File: config.mk
export PLATFORM = sky130hd
export DESIGN_NAME = tbq_ctrl
export DESIGN_NICKNAME = d
export VERILOG_FILES = /design/src/tbq_pkg.sv /design/src/tbq_ctrl.sv
export SDC_FILE = /design/constraint.sdc
export NUM_CORES = 1
export LEC_CHECK = 0
export ABC_AREA = 0
export BUFFER_PORTS_ARGS = -buffer_cell sky130_fd_sc_hd__buf_2
export CAP_MARGIN = 30
export CORE_AREA = 8 8 45 47
export DETAILED_ROUTE_END_ITERATION = 12
export DIE_AREA = 0 0 53 55
export GPL_ROUTABILITY_DRIVEN = 0
export GPL_TIMING_DRIVEN = 1
export PLACE_DENSITY = 0.53
export RECOVER_POWER = 50
export SETUP_SLACK_MARGIN = 0.4
export SKIP_LAST_GASP = 1
export SLEW_MARGIN = 20
export SYNTH_ARGS = -nofsm -noshare
export SYNTH_HDL_FRONTEND = slang
export SYNTH_SLANG_ARGS = --single-unit
export TNS_END_PERCENT = 100
File: constraint.sdc
create_clock -name clock -period 3 [get_ports clock]
set_input_delay 0.3 -clock clock [delete_from_list [all_inputs] [get_ports clock]]
set_output_delay 0.3 -clock clock [all_outputs]
set_load 0.02 [all_outputs]
File: src/tbq_pkg.sv
// shared types, constants and coefficient tables for the three band equalizer
package tbq_pkg;

   localparam int unsigned BANDS        = 3;
   localparam int unsigned MAX_CHANNELS = 8;
   localparam int unsigned CH_W         = 3;
   localparam int unsigned KEY_W        = 5;
   localparam int unsigned RATE_W       = 18;
   localparam int unsigned CNT_W        = 4;
   localparam logic [RATE_W-1:0] LOW_RATE_LIMIT = 18'd16000;

   // register indexes on the csr port
   localparam logic [2:0] REG_RATE   = 3'd0;
   localparam logic [2:0] REG_BOOST  = 3'd1;
   localparam logic [2:0] REG_ENABLE = 3'd2;
   localparam logic [2:0] REG_FORMAT = 3'd3;
   localparam logic [2:0] REG_COUNT  = 3'd4;

   // coefficient slots
   localparam logic [2:0] C_B0 = 3'd0;
   localparam logic [2:0] C_B1 = 3'd1;
   localparam logic [2:0] C_B2 = 3'd2;
   localparam logic [2:0] C_A1 = 3'd3;
   localparam logic [2:0] C_A2 = 3'd4;

   typedef logic signed [31:0] coef_type;

   localparam coef_type TAB_HI [3][5] = '{
      '{32'sd1076322448, -32'sd2120064811, 32'sd1044228161, -32'sd2120135751, 32'sd1046737846},
      '{32'sd1073741824, -32'sd1998672098,  32'sd942176737, -32'sd1998672098,  32'sd942176737},
      '{32'sd1296492709,  -32'sd900434715,  32'sd334711738,  -32'sd583845908,  32'sd240873816}
   };
   localparam coef_type TAB_LO [3][5] = '{
      '{32'sd1081498521, -32'sd2064847259,  32'sd987613154, -32'sd2065469979,  32'sd994747131},
      '{32'sd1073741824, -32'sd1665362810,  32'sd728833892, -32'sd1665362810,  32'sd728833892},
      '{32'sd1239937714,  -32'sd104460284,  32'sd214295730,    32'sd90458879,  32'sd185572456}
   };
   localparam coef_type BOOST_HI [5] = '{
      32'sd1080689931, -32'sd2123605358, 32'sd1043564357, -32'sd2123800651, 32'sd1050317171
   };
   localparam coef_type BOOST_LO [5] = '{
      32'sd1094710047, -32'sd2074729625, 32'sd985735455, -32'sd2076449798, 32'sd1004983505
   };

   function automatic coef_type coef_lookup(input logic low, input logic boost,
                                            input logic [1:0] band, input logic [2:0] slot);
      coef_type c;
      c = '0;
      if (band < 2'd3 && slot < 3'd5) begin
         if (band == 2'd0 && boost)
            c = low ? BOOST_LO[slot] : BOOST_HI[slot];
         else
            c = low ? TAB_LO[band] [slot] : TAB_HI[band][slot];
      end
      return c;
   endfunction

   typedef struct packed {
      logic       accept;
      logic       run;
      logic [1:0] band;
      logic [2:0] phase;
      logic       out_load;
   } cmd_type;

   typedef struct packed {
      logic out_free;
   } status_type;

   typedef struct packed {
      logic              low_rate;
      logic              boost;
      logic              format32;
      logic [CNT_W-1:0]  count;
      logic              ch_clear;
   } cfg_type;

endpackage

File: src/tbq_ctrl.sv
// sequencer: walks bands and multiply phases for one item at a time
module tbq_ctrl (
   input  logic               clock,
   input  logic               reset,
   input  logic               req_tvalid,
   output logic               req_tready,
   input  logic               enabled,
   input  tbq_pkg::status_type status,
   output tbq_pkg::cmd_type    cmd
);
   import tbq_pkg::*;

   localparam logic [1:0] S_IDLE = 2'd0;
   localparam logic [1:0] S_RUN  = 2'd1;
   localparam logic [1:0] S_OUT  = 2'd2;

   logic [1:0] state_ff, state_in;
   logic [1:0] band_ff, band_in;
   logic [2:0] phase_ff, phase_in;

   always_comb begin
      state_in     = state_ff;
      band_in      = band_ff;
      phase_in     = phase_ff;
      req_tready   = 1'b0;
      cmd          = '0;
      cmd.band     = band_ff;
      cmd.phase    = phase_ff;
      unique case (state_ff)
         S_IDLE: begin
            req_tready = 1'b1;
            if (req_tvalid) begin
               cmd.accept = 1'b1;
               band_in    = 2'd0;
               phase_in   = 3'd0;
               state_in   = enabled ? S_RUN : S_OUT;
            end
         end
         S_RUN: begin
            cmd.run = 1'b1;
            if (phase_ff == 3'd5) begin
               phase_in = 3'd0;
               band_in  = band_ff + 2'd1;
               if (band_ff == 2'(BANDS - 1)) state_in = S_OUT;
            end else begin
               phase_in = phase_ff + 3'd1;
            end
         end
         S_OUT: begin
            if (status.out_free) begin
               cmd.out_load = 1'b1;
               state_in     = S_IDLE;
            end
         end
         default: state_in = S_IDLE;
      endcase
   end

   always_ff @(posedge clock) begin
      if (reset) begin
         state_ff <= S_IDLE;
         band_ff  <= '0;
         phase_ff <= '0;
      end else begin
         state_ff <= state_in;
         band_ff  <= band_in;
         phase_ff <= phase_in;
      end
   end

endmodule

* After elaboration in Yosys (flattened, before gate mapping)
Index checks and enable logic that the tools add are counted.
** Storage, ports and cells
- Register bits after elaboration :: 7
- Bits in latches :: 0
- Memories :: 0
- Output and inout bits :: 9
- ROM bits :: 0
- Memory bits (writable) :: 0
- Input port bits :: 5
- Word-level logic and storage cells :: 36
** Cells by class
- $add $sub $neg :: 2
- Div/mod/pow operators :: 0
- Eq/ne operators :: 8
- Bitwise logic cells :: 0
- Multiplexer cells :: 18
- Multiply operators :: 0
- Reduce and logical (&&, ||, !) cells :: 5
- Shift-type cells :: 0
- $lt $le $gt $ge :: 0
** Operators with widths (count)
- $mux 2 :: 7
- $ne 2x2->1 const B :: 4
- $mux 1 :: 6
- $mux 3 :: 2
- $pmux 2 s3 :: 1
- $pmux 3 s2 :: 1
- $eq 2x2->1 const B :: 2
- $pmux 2 s2 :: 1
- $reduce_and 4->1 :: 1
- $add 3x1->3 const B :: 1
- $eq 3x3->1 const B :: 1
- $reduce_and 3->1 :: 1
- $add 2x1->2 const B :: 1
- $eq 2x1->1 const B :: 1
- $logic_not 2->1 :: 1
- $reduce_and 2->1 :: 1
- $reduce_bool 2->1 :: 1

* Longest topological paths before layout
Gate-level depths: netlist of the first run.
- Word-level depth :: 4
- Mapped depth :: 5
- Gate-level depth less buffers :: 5

* Worst setup path before layout of the first run
No wires, ideal clock.
- Path kind :: register to register
- Start point :: register band_ff[0]
- End point :: register band_ff[1]
- Required time :: 2.926 ns
- Arrival time :: 1.280 ns
- Setup slack :: 1.646 ns
- Cell stages (with the launch flop) :: 5
- Period minus slack after synthesis :: 1.354 ns
- Setup time :: 0.074 ns
- Buffers on the path :: 0
- Path through :: dfxtp_1 > inv_1 > ha_1 > or3_1 > a31oi_1
** Between the ends
- Word-level cells in the longest chain between the ends :: 3
** RTL lines
- from (decl) :: line tbq_ctrl.sv:18 : logic [1:0] band_ff, band_in;
- from (signal assigned) :: line tbq_ctrl.sv:66 : band_ff <= band_in;
- $add 2x1->2 :: line tbq_ctrl.sv:43 : band_in = band_ff + 2'd1;
- $mux 2 :: line tbq_ctrl.sv:41 : if (phase_ff == 3'd5) begin
- $pmux 2 s2 :: line tbq_ctrl.sv:29 : unique case (state_ff)
Every way passes these cells. The select of a mux whose other input is x is not followed.
A chain may end at the register's enable or synchronous reset.

==> metrics.yaml, run 1 <==
status:
  status: "completed"
setup_path:
  crit_chain: "nand2b_1 -> nor2_1 -> buf_2"
  crit_path_end_kind: "primary output"
  worst-path-max-fanout: 13
  criticalPathCategory: "reg -> out"
  critPathMaxStageDelay_ns: 0.54
  critPathArrivalTime_ns: 1.23
  crit_family: "flip-flops"
  critPathSlowestCell: "dfxtp_1"
  crit_buf_inv: 1
  cp-start-kind: "flip-flop"
  critical_path_required_ns: 2.70
global_route:
  grt-ovfl-total: 0
  grt_pass1_vias: 377
  antenna_found_initial: 0
  grt_max_degree: 15
  track_usage_pct: 7.88
  grt_pass1_wl_um: 1660
timing:
  skew_ns: 0.00233
  period_share_pct: 50.8
  relSlewSlack_pct: 71.8
  rsz0062_at_grt: "false"
  hold_ws_ns: 0.317
  setup_viol: 0
  worst_pin_slew_ns: 0.423
  fmax_ghz: 0.656
  tns_ns: 0
  layout_setup_ws_ns: 1.47
  hold_violations: 0
  drv_slew: 0
  period_minus_slack_ns: 1.53
finish:
  design_area_um2: 493
  multi_input_area_um2: 236
  fillers: 159
  antenna_cells: 0
  syn_to_final_growth_pct: 23.9
  register_area_um2: 140
  drive_gt1_share_pct: 22.2
  nets: 70
flow_run:
  maxCapViolations: 0
logic_synthesis:
  syn_avg_cell_area_um2: 8.29
  synthFlopType: "dfxtp_1"
  ys_seq_elements: 7
  synth_xor_area_share_pct: 0
  synth_most_common_cell: "dfxtp_1"
  async_reset_ff_share_pct: 0
  synth_top_family_by_area: "simple AND/OR/NAND/NOR gates"
  synth.top_cell.area_share_pct: 35.2
  synth_edf_count: 0
  synth_cell_types: 27
  synth-compound-area-share_pct: 19.8
  synth_mux_area_share_pct: 2.52
  syn_nets: 54
  synth_common_cells: "7 x dfxtp_1, 6 x nand2_1, 5 x nor2_1"
  synthSimpleGateAreaFrac_pct: 34.0
  synthAdderAreaFrac_pct: 3.14
  yosysWarnings: 0
  synth_area_leaders: "dfxtp_1 35%, nand2_1 5.7%, nor2_1 4.7%, nand4b_2 3.8%, a31oi_1 3.1%"
  yosysTopAreaCell: "dfxtp_1"
  syn_area_um2: 398
  syn_inst: 48
  seq_area_frac_synth_pct: 35.2
detailed_routing:
  drc: 0
  wl_um: 992
  vias: 407
  first_iter_violations: 7
  ant_nets: 0
  vias_per_cell: 5.15
  dr.pass1.iters: 4
  wire_per_inst_um: 12.6
floorplan:
  row_count: 14
  start_util_pct: 28.8
  die-area_um2: 2920
  core_um2: 1380
  die_x_um: 53
  die_h_um: 55
  ioPinCount: 14
place:
  placed_area_um2: 473
  port-buffer-count: 13
  post-dp-hpwl_um: 739
  pre_cts_ws_ns: 1.68
clock_network:
  clk_pin_slew_worst_paths_ns: 0.06
  post-cts-setup-buffer-count: 0
  clock-sinks: 7
  root_buffer: "clkbuf_4"
  clockBufferDepth: 2
  numCtsBuffers: 3
  hold_buffers: 0
  htreeDepth: 1
  cts_tree: "yes"
  cts.repair.resized: 0
  clock_latency_ns: 0.25
pwr:
  powerDensity_nw_per_um2: 453
  leakagePower_nw: 0.203
  peakVddDrop_mv: 0.169
  total_power_mw: 0.223
worst_hold_path:
  hold_path.class: "in -> reg"
[logic make-up after synthesis]
kind of cell / after synthesis
buffers and inverters: 5
AOI/OAI and AO/OA: 11
and+or+nand+nor: 23
adders and majority gates: 1
muxes: 1
DFF: 7
[metrics by stage]
| step | std cells | util [%] |
|---|---|---|
| global route | 79 | 35.6 |
| CTS | 79 | 36.1 |
| detailed placement | 75 | 34.2 |
| floorplan | 48 | - |
| finish | 79 | 35.6 |
| global placement | 75 | 34.2 |
[flip-flops by register name, indices dropped and copies added (netlist names)]
signal / flops
state_ff: 2
band_ff: 2
phase_ff: 3
[final timing paths]
| check | slack [ns] | startpoint | depth (start not counted) | end |
|---|---|---|---|---|
| worst max-delay path | 1.47 | state_ff[0] | 3 | cmd[7] |
| worst min-delay path | 0.32 | reset | 2 | band_ff[0] |
| worst max register to register | 1.67 | state_ff[0] | 3 | band_ff[1] |
| worst min register to register | 0.51 | band_ff[1] | 2 | band_ff[1] |
[worst reg2reg max path, stage by stage, from the launching register on]
cell and delay, ns:
dfxtp_1 0.54, nand4b_2 0.21, or3_1 0.35, a31oi_1 0.16
[placed cells by master, fill, tap and decap left out]
| cell type | netlist | final |
|---|---|---|
| nand2_1 | 6 | 6 |
| inv_1 | 3 | 3 |
| o21ai_0 | 1 | 1 |
| nor3_1 | 1 | 1 |
| a211oi_1 | 1 | 1 |
| and2b_2 | 1 | 1 |
| nor2b_1 | 1 | 1 |
| a31oi_1 | 2 | 2 |
| nor4b_1 | 1 | 1 |
| a2bb2oi_1 | 1 | 1 |
| dfxtp_1 | 7 | 7 |
| or3_1 | 2 | 2 |
| nand2b_1 | 1 | 1 |
| buf_2 | 2 | 8 |
| o21bai_1 | 1 | 1 |
| nor2_1 | 5 | 5 |
| clkbuf_1 | 0 | 6 |
| nand4b_2 | 1 | 1 |
| or3b_1 | 1 | 1 |
| nand4b_1 | 1 | 1 |
| mux2i_1 | 1 | 1 |
| o32a_2 | 1 | 1 |
| a21oi_1 | 2 | 2 |
| a32oi_1 | 1 | 1 |
| ha_1 | 1 | 1 |
| clkbuf_4 | 0 | 3 |
| o211ai_1 | 1 | 1 |
| nand3_1 | 1 | 1 |
| and3b_1 | 1 | 1 |
[routing by layer]
metal | global-route usage [%] | wire [um] | vias up
met5 | 0 | 0 | -
met4 | 6.47 | 31 | 0
met3 | 3.21 | 64 | 4
met2 | 10.9 | 439 | 10
met1 | 9.30 | 455 | 187
li1 | - | - | 206
[report_power, final]
part           internal (mW)  total, mW  switching (mW)
Sequential            0.0958      0.104         0.00786
Combinational         0.0127     0.0303          0.0175
Clock                 0.0510     0.0892          0.0382
Total                  0.160      0.223          0.0636
[final cells by class]
cell class / count / share of cell area [%]
inverters: 3 / 2.28
well taps: 16 / 4.06
flip-flops and latches: 7 / 28.4
clock buffers: 4 / 5.33
repair buffers: 13 / 11.9
multi-input cells: 36 / 48.0
Note: power is estimated with default switching activity, not from simulation.
==> run 2, diff against run 1 <==
clock period = 1.5 ns   (was 3 ns; I/O delays follow)
==> run 2 against run 1 <==
Critical path depth stayed put; setup slack worse by 1.2 ns; combinational power rose to 3.5 times the previous value; die area unchanged; sequential share of layout area down 4.0 points; power is 120% higher; sequential power increased by 92%; wire length up 18%; register-to-register slack got worse by 1.4 ns; largest cell class unchanged; final cell count grew 8.9%; first-iteration DRC count increased by 14%; sequential cell count unchanged.
==> metrics.yaml, run 2 (same netlist as run 1, synthesis figures left out) <==
setup_path:
  critPathMaxStageDelay_ns: 0.50  # was 0.54 ns
  critical_path_required_ns: 1.69  # was 2.70 ns
  critPathSlowestCell: "dfxtp_1"  # unchanged
  criticalPathCategory: "reg -> reg"  # was reg -> out
  crit_path_end_kind: "flip-flop"  # was primary output
  crit_buf_inv: 0  # was 1
  crit_family: "simple AND/OR/NAND/NOR gates"  # was flip-flops
  crit_chain: "nand4b_1 -> or3b_1 -> a21oi_1"  # was nand2b_1 -> nor2_1 -> buf_2
  critPathArrivalTime_ns: 1.43  # was 1.23 ns
  worst-path-max-fanout: 8  # was 13
  cp-start-kind: "flip-flop"  # unchanged
detailed_routing:
  first_iter_violations: 8  # was 7
  ant_nets: 0  # unchanged
  vias_per_cell: 5.17  # was 5.15
  drc: 0  # unchanged
  wire_per_inst_um: 13.6  # was 12.6 um
  vias: 445  # was 407
  wl_um: 1170  # was 992 um
  dr.pass1.iters: 4  # unchanged
flow_run:
  maxCapViolations: 0  # unchanged
pwr:
  swShare_pct: 28.9  # was 28.5%
  total_power_mw: 0.486  # was 0.223 mW
  powerDensity_nw_per_um2: 759  # was 453 nW/um^2
  power.share.clock_pct: 37.1  # was 40.0%
  combPwrFrac_pct: 21.7  # was 13.6%
  p_sw_mw: 0.141  # was 0.0636 mW
  leakagePower_nw: 0.282  # was 0.203 nW
  seqPwrFrac_pct: 41.2  # was 46.5%
  peakVddDrop_mv: 0.335  # was 0.169 mV
  p_int_mw: 0.345  # was 0.160 mW
clock_network:
  clk_pin_slew_worst_paths_ns: 0.06  # about the same
  htreeDepth: 1  # unchanged
  clock-sinks: 7  # unchanged
  clock_latency_ns: 0.26  # was 0.25 ns
  clockBufferDepth: 2  # unchanged
  hold_buffers: 0  # unchanged
  numCtsBuffers: 3  # unchanged
  root_buffer: "clkbuf_4"  # unchanged
  cts_tree: "yes"  # unchanged
timing:
  worst_pin_slew_ns: 0.318  # was 0.423 ns
  tns_ns: 0  # unchanged
  skew_ns: 0.00289  # was 0.00233 ns
  setup_viol: 0  # unchanged
  hold_violations: 0  # unchanged
  period_share_pct: 82.9
  relSlewSlack_pct: 78.7  # was 71.8%
  period_minus_slack_ns: 1.24
  rsz0062_at_grt: "true"  # was false
  hold_ws_ns: 0.156  # was 0.317 ns
  drv_slew: 0  # unchanged
  fmax_ghz: 0.805
finish:
  nets: 77  # was 70
  largest_reg_flops: 3  # unchanged
  antenna_cells: 0  # unchanged
  drive_gt1_share_pct: 50.0  # was 22.2%
  top_register: "phase_ff"  # unchanged
  utilization_pct: 46.2  # was 35.6%
  syn_to_final_growth_pct: 60.7  # was 23.9%
  reg.largest.list: "phase_ff x3, band_ff x2, state_ff x2"  # unchanged
  layout_common_cells: "6 x nand2_1, 6 x buf_2, 6 x buf_4, 5 x buf_6"  # was 8 x buf_2, 7 x dfxtp_1, 6 x nand2_1, 6 x clkbuf_1, 5 x nor2_1
global_route:
  antenna_found_initial: 0  # unchanged
  grt_pass1_vias: 442  # was 377
  grt-ovfl-total: 0  # unchanged
  track_usage_pct: 9.79  # was 7.88%
  grt_pass1_wl_um: 2060  # was 1660 um
  grt_max_degree: 15  # unchanged
floorplan:
  die-area_um2: 2920  # unchanged
  ioPinCount: 14  # unchanged
  core_um2: 1380  # unchanged
  die_x_um: 53  # unchanged
  row_count: 14  # unchanged
  start_util_pct: 28.8  # unchanged
  die_h_um: 55  # unchanged
place:
  post-dp-hpwl_um: 728  # was 739 um
  port-buffer-count: 13  # unchanged
worst_hold_path:
  hold_path.class: "in -> reg"  # unchanged
status:
  status: "completed"  # unchanged
-- run 2: through the flow --
stage	area [um^2]	std cells	setup slack, ns
2_1_floorplan	414	48	0.342
3_3_place_gp	497	76	0.279
3_5_place_dp	497	76	0.267
4_1_cts	626	84	0.296
5_1_grt	639	86	0.177
6_report	639	86	0.257
-- run 2: cell type report --
| cell class | count | area, um^2 |
|---|---|---|
| flip-flops and latches | 7 | 156 |
| well taps | 16 | 20.0 |
| multi-input cells | 36 | 283 |
| clock buffers | 4 | 26.3 |
| repair buffers | 20 | 143 |
| fillers | 143 | 744 |
| inverters | 3 | 11.3 |
-- run 2: power groups by stage --
stage	Sequential (mW)	Clock [mW]	Combinational (mW)
finish	0.200	0.180	0.105
global placement	0.207	0	0.0682
global route	0.202	0.205	0.114
CTS	0.200	0.184	0.0998
detailed placement	0.207	0	0.0675
floorplan	0.201	0	0.0465
-- run 2: timing repair --
action                     4_1_cts  5_1_grt
buffers inserted                 4        2
gates cloned                     0        0
pin swaps                        3        0
gates resized for setup         18        1
setup endpoints to repair        9       10
-- run 2: layer usage --
layer  up-vias  part of all wire [%]  track usage [%]  wire length, um
met4         0                  0.85             6.47               10
met1       210                    47             11.0              545
met5         -                     0                0                0
met2        14                    47             14.6              550
li1        219                     -                -                -
met3         2                   5.5             4.55               64
-- run 2: worst register-to-register path: stages, from the launching register on --
cell,delay (ns)
dfxtp_1,0.50
nand4b_1,0.18
or3b_1,0.37
a21oi_1,0.11
-- run 2: worst paths after layout --
path | startpoint | end | slack, ns | cells after the start
hold / removal | reset | state_ff[1] | 0.16 | 2
setup / recovery | phase_ff[0] | state_ff[1] | 0.26 | 3
setup reg to reg | phase_ff[0] | state_ff[1] | 0.26 | 3
hold reg to reg | phase_ff[1] | phase_ff[1] | 0.51 | 2
